--- src/sv/polygon_face_normal_assert.svh ---
// ---------------------------------------------------------------------------
// polygon_face_normal_assert
// assertion macros for the face normal block
// ---------------------------------------------------------------------------
`ifndef POLYGON_FACE_NORMAL_ASSERT_SVH
`define POLYGON_FACE_NORMAL_ASSERT_SVH
`ifndef SYNTH
`define PFN_ASSERT(label, clk, rst_n, prop) \
  label: assert property (@(posedge clk) disable iff (!rst_n) prop) else $error("assertion failed");
`define PFN_ASSERT_NR(label, clk, prop) \
  label: assert property (@(posedge clk) prop) else $error("assertion failed");
`else
`define PFN_ASSERT(label, clk, rst_n, prop)
`define PFN_ASSERT_NR(label, clk, prop)
`endif
`endif

--- src/sv/pfn_pkg.sv ---
// ---------------------------------------------------------------------------
// pfn_pkg
// shared types and constants for the face normal block
// ---------------------------------------------------------------------------
package pfn_pkg;
  localparam int MAX_POINTS_D       = 4096;
  localparam int COORD_BITS_D       = 24;
  localparam int MAX_FACE_VERTS_D   = 64;
  localparam int NORMAL_FRAC_BITS_D = 15;
  localparam int IDX_W   = 12;
  localparam int CW      = 24;
  localparam int DW      = 25;
  localparam int PW      = 50;
  localparam int SW      = 57;
  localparam int MW      = 30;
  localparam int QW      = 62;
  localparam int RW      = 31;
  localparam int OUT_W   = 16;
  localparam int VC_W    = 9;
  localparam logic [OUT_W-2:0] OUT_LIMIT = 15'h7fff;

  localparam logic OP_POINT  = 1'b0;
  localparam logic OP_VERTEX = 1'b1;

  typedef enum logic [3:0] {
    ST_IDLE, ST_READ, ST_VERT, ST_MUL, ST_ACC, ST_ABS, ST_SQ, ST_ROOT,
    ST_DIV, ST_OUT
  } state_t;

  typedef struct packed {
    logic start;
    logic [1:0] sel;
  } mul_ctl_t;
endpackage

--- src/sv/pfn_mul.sv ---
// ---------------------------------------------------------------------------
// pfn_mul
// shared signed multiplier with registered product
// ---------------------------------------------------------------------------
module pfn_mul (
  input  logic                                 clk,
  input  logic signed [pfn_pkg::MW:0]          a,
  input  logic signed [pfn_pkg::MW:0]          b,
  output logic signed [2*pfn_pkg::MW+1:0]      p_r
);
  import pfn_pkg::*;
  logic signed [2*MW+1:0] p_nxt;
  assign p_nxt = a * b;
  always_ff @(posedge clk) begin
    p_r <= p_nxt;
  end
endmodule

--- config.mk ---
export PLATFORM = sky130hd
export DESIGN_NAME = pfn_mul
export DESIGN_NICKNAME = d
export VERILOG_FILES = /design/src/sv/polygon_face_normal_assert.svh /design/src/sv/pfn_pkg.sv /design/src/sv/pfn_mul.sv
export SDC_FILE = /design/constraint.sdc
export NUM_CORES = 2
export LEC_CHECK = 0
export BUFFER_PORTS_ARGS = -buffer_cell sky130_fd_sc_hd__buf_2
export CORE_MARGIN = 4
export CORE_UTILIZATION = 45
export CTS_CLUSTER_SIZE = 12
export DETAILED_ROUTE_END_ITERATION = 6
export GPL_ROUTABILITY_DRIVEN = 0
export GPL_TIMING_DRIVEN = 0
export PLACE_DENSITY = 0.61
export SYNTH_ARGS = -nofsm -noshare
export SYNTH_HDL_FRONTEND = slang
export SYNTH_SLANG_ARGS = --single-unit
--- constraint.sdc ---
create_clock -name clk -period 20.2 [get_ports clk]
set_input_delay 1.01 -clock clk [delete_from_list [all_inputs] [get_ports clk]]
set_output_delay 1.01 -clock clk [all_outputs]
set_load 0.01 [all_outputs]
# ---- Word-level counts from Yosys, hierarchy flattened
# Index checks and enable logic that the tools add are counted.
dict set report totals {
  register_bits 62
  word_cells 2
  out_inout_bits 62
  inputBits 63
}
dict set report op_classes {
  mul 1
}
# cell count
set op_table {}
lappend op_table {{31-bit by 31-bit multiplier with 62-bit output} 1}

# ---- Logic depth before layout (Yosys ltp)
dict set report logic_depth {
  word_depth 1
  depth_mapped 29
  depth_no_buf 28
}

# ---- Least setup slack after synthesis
# No wires, ideal clock.
dict set report synth_timing {
  kind {input to register}
  start {input a[30] in the netlist's numbering}
  end {register p_r[61] in the netlist's numbering}
  cell_stages 26
  n_path_buf 1
  arrival_time_ns 8.328
  required_ns 20.079
  setup_ns 0.121
  slack_ns 11.752
  cell_sequence {clkbuf_1 nand2_1 inv_1 fa_1 inv_1 fa_1 inv_1 fa_1 fa_1 inv_1 fa_1 inv_1 fa_1 fa_1 inv_1 fa_1 inv_1 ha_1 nand4_1 or3_1 or3_1 o211ai_1 a211oi_1 o31ai_1 a21oi_1 xnor2_1}
}
dict set report synth_via {
  elab_chain_len 1
}
# element line
set synth_rtl {}
lappend synth_rtl {{from (decl)} pfn_mul.sv:7} ;# input logic signed [pfn_pkg::MW:0] a,
lappend synth_rtl {{31-bit by 31-bit multiplier with 62-bit output} pfn_mul.sv:13} ;# assign p_nxt = a * b;
lappend synth_rtl {{net p_nxt[61]} pfn_mul.sv:12} ;# logic signed [2*MW+1:0] p_nxt;
lappend synth_rtl {{to (signal assigned)} pfn_mul.sv:15} ;# p_r <= p_nxt;
lappend synth_rtl {{to (decl)} pfn_mul.sv:9} ;# output logic signed [2*pfn_pkg::MW+1:0] p_r
# The timed path passes the listed nets, and every way through them passes these cells.

# ---- Worst setup path after layout
# Ends and elaborated chain as after synthesis.

==> impl_metrics.csv <==
group,metric,value,unit
clock_network,tritoncts,"yes",
floorplanning,die_area,83700,um2
final_layout,nets,5191,
status,status,"finished clean",
floorplanning,die_y,289,um
synthesis,synth-seq-area-share,0.0348,
timing,fmax,91.8,MHz
synthesis,synth_top_flop_cell,"dfxtp_1",
floorplanning,die_w,289,um
setup_path,start_kind,"input pin",
clock_network,clockRootBuffer,"clkbuf_16",
routing,drc,0,
global_routing,antenna_found_initial,26,
final_layout,top_register,"p_r",
timing,fin_crit,10.89,ns
clock_network,cts_buffers,9,
global_routing,grt_util_all_layers,0.288,
clock_network,post-cts-setup-buffers,0,
setup_path,crit_path_start,"a[30]",
global_routing,grt_pass1_wl,174000,um
clock_network,h-tree-depth,3,
routing,routed_wl,115000,um
synthesis,synth_async_sr_flop_share,0,
synthesis,postSynthCellCount,3793,
timing,rsz0062_at_grt,"no",
timing,drv_slew,0,
setup_path,end_kind,"register",
clock_network,cts.sinks,62,
routing,drtPass1Iterations,5,
clock_network,clkSlewWorstSetupHoldPaths,0.07,ns
placed_design,placed_cell_area,37500,um2
synthesis,syn_area,35600,um2
final_layout,top_regs,"p_r (62)",
synthesis,synth_cell_type_count,52,
routing,wl_per_cell,23.1,um
final_layout,final_area,37800,um2
setup_path,endpoint,"p_r[61]",
timing,setup_tns,0,ns
synthesis,syn_area_per_cell,9.39,um2
timing,timing.hold.ws,1.39,ns
synthesis,ys_seq_elements,62,
floorplanning,core-area,78000,um2
timing,worst_slew_pin_slew,1.18,ns
timing,fin_ws,9.31,ns
routing,vias,26200,
flow_run,drv_cap,0,
routing,drtIter0Drc,2228,
final_layout,fillCellCount,7509,
floorplanning,floorplan.initialDensity,0.457,
final_layout,final_cell_mix,"fa_1, inv_1, nand2_1, and2_1, clkbuf_1",
placed_design,port_buffers,124,
final_layout,largest_reg_flops,62,
final_layout,drive_gt1_frac,0.0381,
clock_network,hold_buffers,0,
placed_design,place_ws,8.85,ns
setup_path,cp_max_fo,10,
clock_network,post_cts_resized,0,
floorplanning,pin_count,125,
synthesis,yosysWarnings,0,
clock_network,ctsLongestPathBuffers,2,
placed_design,dp_hpwl,100000,um
timing,finalSetupViolCount,0,
setup_path,cp.required,20.48,ns
global_routing,grt_pass1_vias,28100,
global_routing,grt_remaining_overflow,0,
timing,fin_crit_sh,0.539,
floorplanning,rows,102,
setup_path,crit_arrival,11.17,ns
routing,drtAntennaViolNets,0,
timing,final_hold_viol_count,0,
final_layout,area_growth,6.23,%
synthesis,synth_edf_count,0,
synthesis,synth_nets,5056,
hold_path,hold_path_class,"input pin to register",
setup_path,worstSetupPathType,"input pin to register",
timing,timing.slew.headroom,0.210,
routing,vias_per_cell,5.26,
global_routing,grt_max_degree,20,
final_layout,final_common_cell,"fa_1",
[worst min-delay path by stage]
stage | startpoint | to | slack [ns] | cells after the start
after floorplan | p_r[0] | p_r[0] | 1.31 | 0
after detailed placement | p_r[61] | p_r[61] | 1.40 | 1
after global placement | p_r[57] | p_r[57] | 1.41 | 1
final | a[0] | p_r[0] | 1.39 | 3
after CTS | a[0] | p_r[0] | 1.40 | 3
after global routing | a[0] | p_r[0] | 1.44 | 3
[per-layer routing]
metal  GRT usage  wire length (um)  up-vias
met1       0.368             43000    13600
met3      0.0659             11300      319
met4       0.143              7090       14
li1            -                 -    11000
met2       0.462             53800     1277
met5           0                88        -
[cells in the mapped netlist, types with 2 or more instances]
cell type | n | share of area
fa_1 | 1018 | 0.57
inv_1 | 1015 | 0.11
nand2_1 | 517 | 0.054
and2_1 | 453 | 0.080
clkbuf_1 | 191 | 0.020
ha_1 | 182 | 0.064
dfxtp_1 | 62 | 0.035
a21oi_1 | 49 | 0.0069
xnor2_1 | 47 | 0.012
a21o_1 | 35 | 0.0074
nor2b_1 | 32 | 0.0056
o21ai_0 | 26 | 0.0037
nor2_1 | 21 | 0.0022
xor2_1 | 20 | 0.0049
nand3_1 | 12 | 0.0017
nand2b_1 | 11 | 0.0019
o21a_1 | 10 | 0.0021
o21bai_1 | 9 | 0.0019
and3_1 | 8 | 0.0014
nand4_1 | 7 | 0.0012
a31oi_1 | 6 | 0.0011
o211ai_1 | 5 | 0.0011
or3_1 | 5 | 0.00088
a211oi_1 | 4 | 0.00084
nor3_1 | 4 | 0.00056
or2_2 | 4 | 0.00070
a2111oi_0 | 3 | 0.00074
a21boi_0 | 3 | 0.00063
a221o_1 | 3 | 0.00084
and4_1 | 3 | 0.00074
o31ai_1 | 3 | 0.00063
a2111oi_2 | 2 | 0.00084
o21ai_1 | 2 | 0.00028
o21ba_2 | 2 | 0.00056
o311a_1 | 2 | 0.00056
[worst max-delay path, cell delays in order]
cell and delay [ns]:
buf_2 0.13, clkbuf_1 0.77, nand2_1 0.28, inv_1 0.15, fa_1 0.39, inv_1 0.25
fa_1 0.47, inv_1 0.23, fa_1 0.50, fa_1 1.04, inv_1 0.51, fa_1 0.62
inv_1 0.05, fa_1 0.53, fa_1 0.56, inv_1 0.07, fa_1 0.50, inv_1 0.04
ha_1 0.32, nand4_1 0.13, or3_1 0.45, or3_1 0.34, o211ai_1 0.93, a211oi_1 0.25
o31ai_1 0.34, a21oi_1 0.13, xnor2_1 0.13
[metrics by stage]
step                utilization  std cells
global route              0.485       4974
floorplan                     -       3793
global placement          0.481       4957
finish                    0.485       4985
CTS                       0.485       4973
detailed placement        0.481       4957
[cells by family after synthesis]
logic type / count (synthesis) / synth area share
compound gates: 177 / 0.0336
xor+xnor: 67 / 0.0165
fa+ha+maj: 1200 / 0.636
buf+inv: 1206 / 0.127
flops: 62 / 0.0348
mux: 2 / 0.000597
simple gates: 1079 / 0.151
[cell type report]
cell class / instances / area, um2 / share of cell area
multi-input cells: 2525 / 29900 / 0.789
plain buffers: 191 / 717 / 0.0189
clock inverters: 4 / 22.5 / 0.000595
repair buffers: 124 / 621 / 0.0164
clock buffers: 12 / 246 / 0.00651
flip-flops and latches: 62 / 1240 / 0.0328
well taps: 1040 / 1300 / 0.0344
diodes: 12 / 30.0 / 0.000793
inverters: 1015 / 3810 / 0.101
Power is left out: the tool's default activity adds up to more than one toggle a clock period on the data nets, which glitch-free logic cannot reach.
