===== src/sv/polygon_face_normal_assert.svh =====
// ---------------------------------------------------------------------------
// polygon_face_normal_assert
// assertion macros for the face normal block
// ---------------------------------------------------------------------------
`ifndef POLYGON_FACE_NORMAL_ASSERT_SVH
`define POLYGON_FACE_NORMAL_ASSERT_SVH
`ifndef SYNTH
`define PFN_ASSERT(label, clk, rst_n, prop) \
  label: assert property (@(posedge clk) disable iff (!rst_n) prop) else $error("assertion failed");
`define PFN_ASSERT_NR(label, clk, prop) \
  label: assert property (@(posedge clk) prop) else $error("assertion failed");
`else
`define PFN_ASSERT(label, clk, rst_n, prop)
`define PFN_ASSERT_NR(label, clk, prop)
`endif
`endif


===== src/sv/pfn_pkg.sv =====
// ---------------------------------------------------------------------------
// pfn_pkg
// shared types and constants for the face normal block
// ---------------------------------------------------------------------------
package pfn_pkg;
  localparam int MAX_POINTS_D       = 4096;
  localparam int COORD_BITS_D       = 24;
  localparam int MAX_FACE_VERTS_D   = 64;
  localparam int NORMAL_FRAC_BITS_D = 15;
  localparam int IDX_W   = 12;
  localparam int CW      = 24;
  localparam int DW      = 25;
  localparam int PW      = 50;
  localparam int SW      = 57;
  localparam int MW      = 30;
  localparam int QW      = 62;
  localparam int RW      = 31;
  localparam int OUT_W   = 16;
  localparam int VC_W    = 9;
  localparam logic [OUT_W-2:0] OUT_LIMIT = 15'h7fff;

  localparam logic OP_POINT  = 1'b0;
  localparam logic OP_VERTEX = 1'b1;

  typedef enum logic [3:0] {
    ST_IDLE, ST_READ, ST_VERT, ST_MUL, ST_ACC, ST_ABS, ST_SQ, ST_ROOT,
    ST_DIV, ST_OUT
  } state_t;

  typedef struct packed {
    logic start;
    logic [1:0] sel;
  } mul_ctl_t;
endpackage


===== src/sv/pfn_div.sv =====
// ---------------------------------------------------------------------------
// pfn_div
// restoring divider, one quotient bit per cycle
// ---------------------------------------------------------------------------
module pfn_div (
  input  logic                      clk,
  input  logic                      rst_n,
  input  logic                      start,
  input  logic [63:0]               num,
  input  logic [pfn_pkg::RW+1:0]    den,
  output logic                      done_r,
  output logic [63:0]               quo_r
);
  import pfn_pkg::*;
  logic [6:0]    cnt_r, cnt_nxt;
  logic          busy_r, busy_nxt;
  logic [RW+2:0] rem_r, rem_nxt;
  logic [63:0]   quo_nxt;
  logic [RW+1:0] den_r;
  logic [RW+2:0] trial;
  logic          done_nxt;
  always_comb begin
    trial = {rem_r[RW+1:0], quo_r[63]};
    busy_nxt = busy_r;
    cnt_nxt = cnt_r;
    rem_nxt = rem_r;
    quo_nxt = quo_r;
    done_nxt = 1'b0;
    if (start) begin
      busy_nxt = 1'b1;
      cnt_nxt = 7'd0;
      rem_nxt = '0;
      quo_nxt = num;
    end else if (busy_r) begin
      if (trial >= {1'b0, den_r}) begin
        rem_nxt = trial - {1'b0, den_r};
        quo_nxt = {quo_r[62:0], 1'b1};
      end else begin
        rem_nxt = trial;
        quo_nxt = {quo_r[62:0], 1'b0};
      end
      cnt_nxt = cnt_r + 7'd1;
      if (cnt_r == 7'd63) begin
        busy_nxt = 1'b0;
        done_nxt = 1'b1;
      end
    end
  end
  always_ff @(posedge clk) begin
    if (!rst_n) begin
      busy_r <= 1'b0;
      done_r <= 1'b0;
      cnt_r  <= '0;
    end else begin
      busy_r <= busy_nxt;
      done_r <= done_nxt;
      cnt_r  <= cnt_nxt;
    end
    rem_r <= rem_nxt;
    quo_r <= quo_nxt;
    if (start) den_r <= den;
  end
  `include "polygon_face_normal_assert.svh"
  `PFN_ASSERT(a_div_no_restart, clk, rst_n, busy_r |-> !start)
  `PFN_ASSERT(a_div_done_end, clk, rst_n, done_r |-> $past(busy_r) && !busy_r)
endmodule

===== config.mk =====
export PLATFORM = sky130hd
export DESIGN_NAME = pfn_div
export DESIGN_NICKNAME = d
export VERILOG_FILES = /design/src/sv/pfn_pkg.sv /design/src/sv/pfn_div.sv
export VERILOG_INCLUDE_DIRS = /design/src /design/src/sv
export SDC_FILE = /design/constraint.sdc
export NUM_CORES = 1
export LEC_CHECK = 0
export ABC_AREA = 1
export BUFFER_PORTS_ARGS = -buffer_cell sky130_fd_sc_hd__buf_4
export CAP_MARGIN = 15
export CORE_UTILIZATION = 35
export CTS_BUF_LIST = sky130_fd_sc_hd__clkbuf_16
export CTS_CLUSTER_SIZE = 8
export DETAILED_ROUTE_END_ITERATION = 10
export PLACE_DENSITY = 0.65
export SLEW_MARGIN = 15
export SYNTH_ARGS = -nofsm -noshare
export SYNTH_HDL_FRONTEND = slang
export SYNTH_SLANG_ARGS = --single-unit

===== constraint.sdc =====
create_clock -name clk -period 5.1 [get_ports clk]
set_input_delay 0.255 -clock clk [delete_from_list [all_inputs] [get_ports clk]]
set_output_delay 0.255 -clock clk [all_outputs]
set_load 0.005 [all_outputs]

Yosys cells after proc, flatten, opt, wreduce, memory -nomap -nowiden:

Index checks and enable logic that the tools add are counted.

* bits in registers: 139
* input bits: 100

* add/sub/neg operators: 2
* $lt $le $gt $ge: 1
* equality and inequality tests: 1
* muxes and demuxes: 8
* bitwise logic cells: 2
* reduce and logical (&&, ||, !) cells: 3

Operator list (count)
* 64-bit 2-to-1 mux: 2
* 34-bit by 33-bit >= comparator with 1-bit output: 1
* 33-bit 2-to-1 mux: 1
* 33-bit subtractor: 1
* 7-bit by 1-bit adder with 7-bit output, second input constant: 1
* 7-bit by 6-bit equality test with 1-bit output, second input constant: 1
* 1-bit 2-to-1 mux: 5
* 3-bit OR reduction: 1
* 1-bit inverter: 2
* 2-bit nonzero test: 1
* 2-bit OR reduction: 1

Logic depth before layout (Yosys ltp):

* depth after elaboration: 4
* mapped depth: 17
* mapped depth without buffers: 16

Worst setup path after synthesis:

No wires, ideal clock.

* path type: register to register
* start point: register busy_r
* end point: register quo_r[0] (enable)
* library setup time: 454 ps
* data arrival time: 2542 ps
* path slack: 2104 ps
* stages on the path, launching flop included: 4
* path buffers: 1
* clock period less this slack: 2996 ps
* cell sequence: dfxtp_1 -> nor2_1 -> inv_1 -> clkbuf_1

* longest elaborated chain between the ends: 1

Ends and longest elaborated chain
* start, declared: RTL line pfn_div.sv:16 `logic busy_r, busy_nxt;`
* start signal, assigned: RTL line pfn_div.sv:55 `busy_r <= busy_nxt;`
* 2-bit nonzero test (no line)
* end signal, assigned: RTL line pfn_div.sv:60 `quo_r <= quo_nxt;`
* end, declared: RTL line pfn_div.sv:12 `output logic [63:0] quo_r`

No other way between the ends.
A chain may end at the register's enable or synchronous reset.

Worst setup path after layout:

* start point: register quo_r[63]
* end point: register rem_r[5]

* longest elaborated chain between the ends: 2
* elaborated cells on any way between the ends: 3
* classes of those cells: 1 x add/sub; 1 x order compare; 1 x mux

Ends and longest elaborated chain
* 33-bit subtractor / 34-bit by 33-bit >= comparator with 1-bit output (equally long branches): RTL line pfn_div.sv:36, pfn_div.sv:35
* 33-bit 2-to-1 mux *: RTL line pfn_div.sv:35 `if (trial >= {1'b0, den_r}) begin`
* end signal, assigned: RTL line pfn_div.sv:59 `rem_r <= rem_nxt;`
* end, declared: RTL line pfn_div.sv:17 `logic [RW+2:0] rem_r, rem_nxt;`

Mark *: on every way between the ends. The rest lies on a longest branch, timed or not.

==> results.tsv <==
metric	value	unit
status	finished, final reports clean	
met1_length	10400	microns
dr_wl_met2	11000	microns
dp_hpwl	17200	microns
rows	56	
post_cts_resized	0	
ys_ff_latch	139	
grt_usage	0.195	
crit_buf_inv	2	
avgSynthCellArea	7.22	sq um
max_stage_delay	0.45	ns
drc_errors	0	
core-area	23600	sq um
rsz0062_at_grt	false	
synth.distinct_cells	35	
hold_viol_final	0	
yosysTopAreaCell	edfxtp_1	
max-cap-violations	0	
synth.cell_area	8460	sq um
gp_congestion	0.958	
critPathArrivalTime	3.12	ns
r2r_slack	2.33	ns
fin_cells	1696	
worst_pin_slew	0.680	ns
crit_chain	inv_1 > ha_1 > inv_1 > fa_1 > nand3_1 > nand3_2 > nand2_2 > nand2_2 > nand2_4 > nand2_4 > nand2_1 > nand3_1 > o21ai_1	
cts_buffers	17	
worstPathRequired	5.45	ns
overflow	0	
grt_max_degree	63	
grt_pass1_wl	37500	microns
n_antenna_cell	0	
synth_most_common_cell	nand2_1	
syn_nets	1307	
yosysWarnings	0	
skew	0.0140	ns
grt_pass1_vias	7474	
antenna_found_initial	0	
hp-class	in2reg	
place_inst	1631	
ff_latch_area	3750	sq um
fin_nets	1499	
fp.dieH	157	microns
clockRootBuffer	clkbuf_16	
ant_nets	0	
chipWidth	157	microns
setup_tns	0	ns
tritoncts	built	
p_leak	5.67	nW
vias	7788	
cp_slowest_cell	fa_1	
cts.path.max_buffers	2	
area_growth	28.7	%
clk_pin_slew	0.07	ns
initial_core_util	0.358	
slew_headroom	0.546	
startpoint	quo_r[63]$_DFFE_PP_	
multi_input_area	3840	sq um
power_density	276	nW/um^2
path_depth	13	
avgViaCountPerCell	4.59	
drtIter0Drc	386	
dieArea	24800	sq um
setup_viol	0	
async_flop_share	0	
ys.flop_type	edfxtp_1	
clkSinkCount	139	
criticalPathCategory	reg2reg	
fillers	2401	
cp_top_family	simple AND/OR/NAND/NOR gates	
min_period	2.77	ns
worst_r2r_startpoint	quo_r[63]$_DFFE_PP_	
pin_count	165	
postRouteWirelength	23300	microns
postLayoutCellArea	10900	sq um
synth_common_cells	515 x nand2_1, 177 x inv_1, 97 x edfxtp_1	
h-tree-depth	4	
r2r_end	rem_r[5]$_SDFFE_PP0P_	
r2r_cells	13	
peakVddDrop	183	uV
crit_path_start_kind	flip-flop	
power	3.01	mW
top_layer	met4	
path_max_fanout	36	
slew_violations	0	
synth_edf_count	97	
ys_seq_area_frac	0.444	
placed_area	9980	sq um
firstDrtPassIters	8	
synthTopCellsByArea	edfxtp_1 34%, nand2_1 23%, dfxtp_1 9.9%	
synth_top_cell_area_share	0.344	
drive_gt1_frac	0.174	
cp-end-kind	flip-flop	
clock_latency	0.43	ns
wl_per_cell	13.7	microns
cp-endpoint	rem_r[5]$_SDFFE_PP0P_	
hold_slack	0.0520	ns
portBuffers	164	
period_share	0.543	
fmax	361	MHz
netlist_instances	1172	
met3_length	1770	microns
[worst min path at each step]
stage | endpoint | depth (start not counted) | slack (ns) | start
floorplan | den_r[0]$_DFFE_PP_ | 0 | 0.35 | den[0]
global placement | den_r[16]$_DFFE_PP_ | 1 | 0.43 | den[16]
detailed placement | den_r[21]$_DFFE_PP_ | 1 | 0.43 | den[21]
CTS | den_r[14]$_DFFE_PP_ | 1 | 0.0001 | den[14]
global route | busy_r$_SDFF_PN0_ | 3 | 0.05 | rst_n
finish | busy_r$_SDFF_PN0_ | 3 | 0.05 | rst_n
[where the power goes]
part / switching (mW) / internal, mW / total, mW / leakage (nW)
sequential: 0.0433 / 1.30 / 1.34 / 1.32
combinational: 0.215 / 0.195 / 0.410 / 4.07
clock: 0.564 / 0.689 / 1.25 / 0.281
total: 0.822 / 2.19 / 3.01 / 5.67
[state kept, by name, summed over array words and instances (netlist names)]
register	cells
done_r	1
busy_r	1
quo_r	64
cnt_r	7
den_r	33
rem_r	33
[cell type report]
type,count,share of cell area
Clock inverter,15,0.0138
Multi-Input combinational cell,813,0.353
Tap cell,319,0.0367
Sequential cell,139,0.345
Clock buffer,17,0.0391
Inverter,191,0.0659
Timing Repair Buffer,202,0.147
[layout by cell type, fill, tap and decap left out, drive strengths merged]
master and n:
nand4 7, o21bai 6, buf 169, clkbuf 17, nand2 527, ha 34
bufinv 1, nand3 90, and2 6, nor2 57, a31oi 2, clkinvlp 2
or2 2, xor2 1, o21ai 17, clkinv 5, dlygate4sd3 33, xnor2 14
nor3 10, nor3b 1, nand3b 14, dfxtp 42, inv 198, edfxtp 97
fa 1, a21oi 24
[cells by family after synthesis]
| family | count (synthesis) | synth area share |
|---|---|---|
| and+or+nand+nor | 714 | 0.355 |
| buffers and inverters | 220 | 0.102 |
| DFF | 139 | 0.444 |
| AOI/OAI and AO/OA | 49 | 0.0311 |
| adders and majority gates | 35 | 0.0527 |
| xor gates and xnor gates | 15 | 0.0155 |
[what timing repair did]
item                                    in CTS  in global routing
endpoints found under the setup margin       0                  0
hold buffers                                32                  1
hold endpoints to repair                    32                  1
setup buffers                                0                  0
[worst register-to-register path: stages (launching register included)]
cell	delay, ns
edfxtp_1	0.38
inv_1	0.08
ha_1	0.18
inv_1	0.08
fa_1	0.45
nand3_1	0.14
nand3_2	0.12
nand2_2	0.10
nand2_2	0.07
nand2_4	0.36
nand2_4	0.36
nand2_1	0.16
nand3_1	0.08
o21ai_1	0.11
[metal layers]
| layer | GRT usage | vias to the layer above |
|---|---|---|
| met2 | 0.329 | 224 |
| met5 | 0 | - |
| met1 | 0.244 | 3529 |
| met3 | 0.0570 | 15 |
| li1 | - | 4020 |
| met4 | 0.0485 | 0 |
[through the flow]
step / setup WS [ns] / utilization
floorplan: 2.10 / -
global placement: 2.51 / 0.423
detailed placement: 2.37 / 0.423
CTS: 2.32 / 0.461
global route: 2.09 / 0.461
finish: 2.33 / 0.461
No activity file was read; power rests on OpenSTA's default activity.
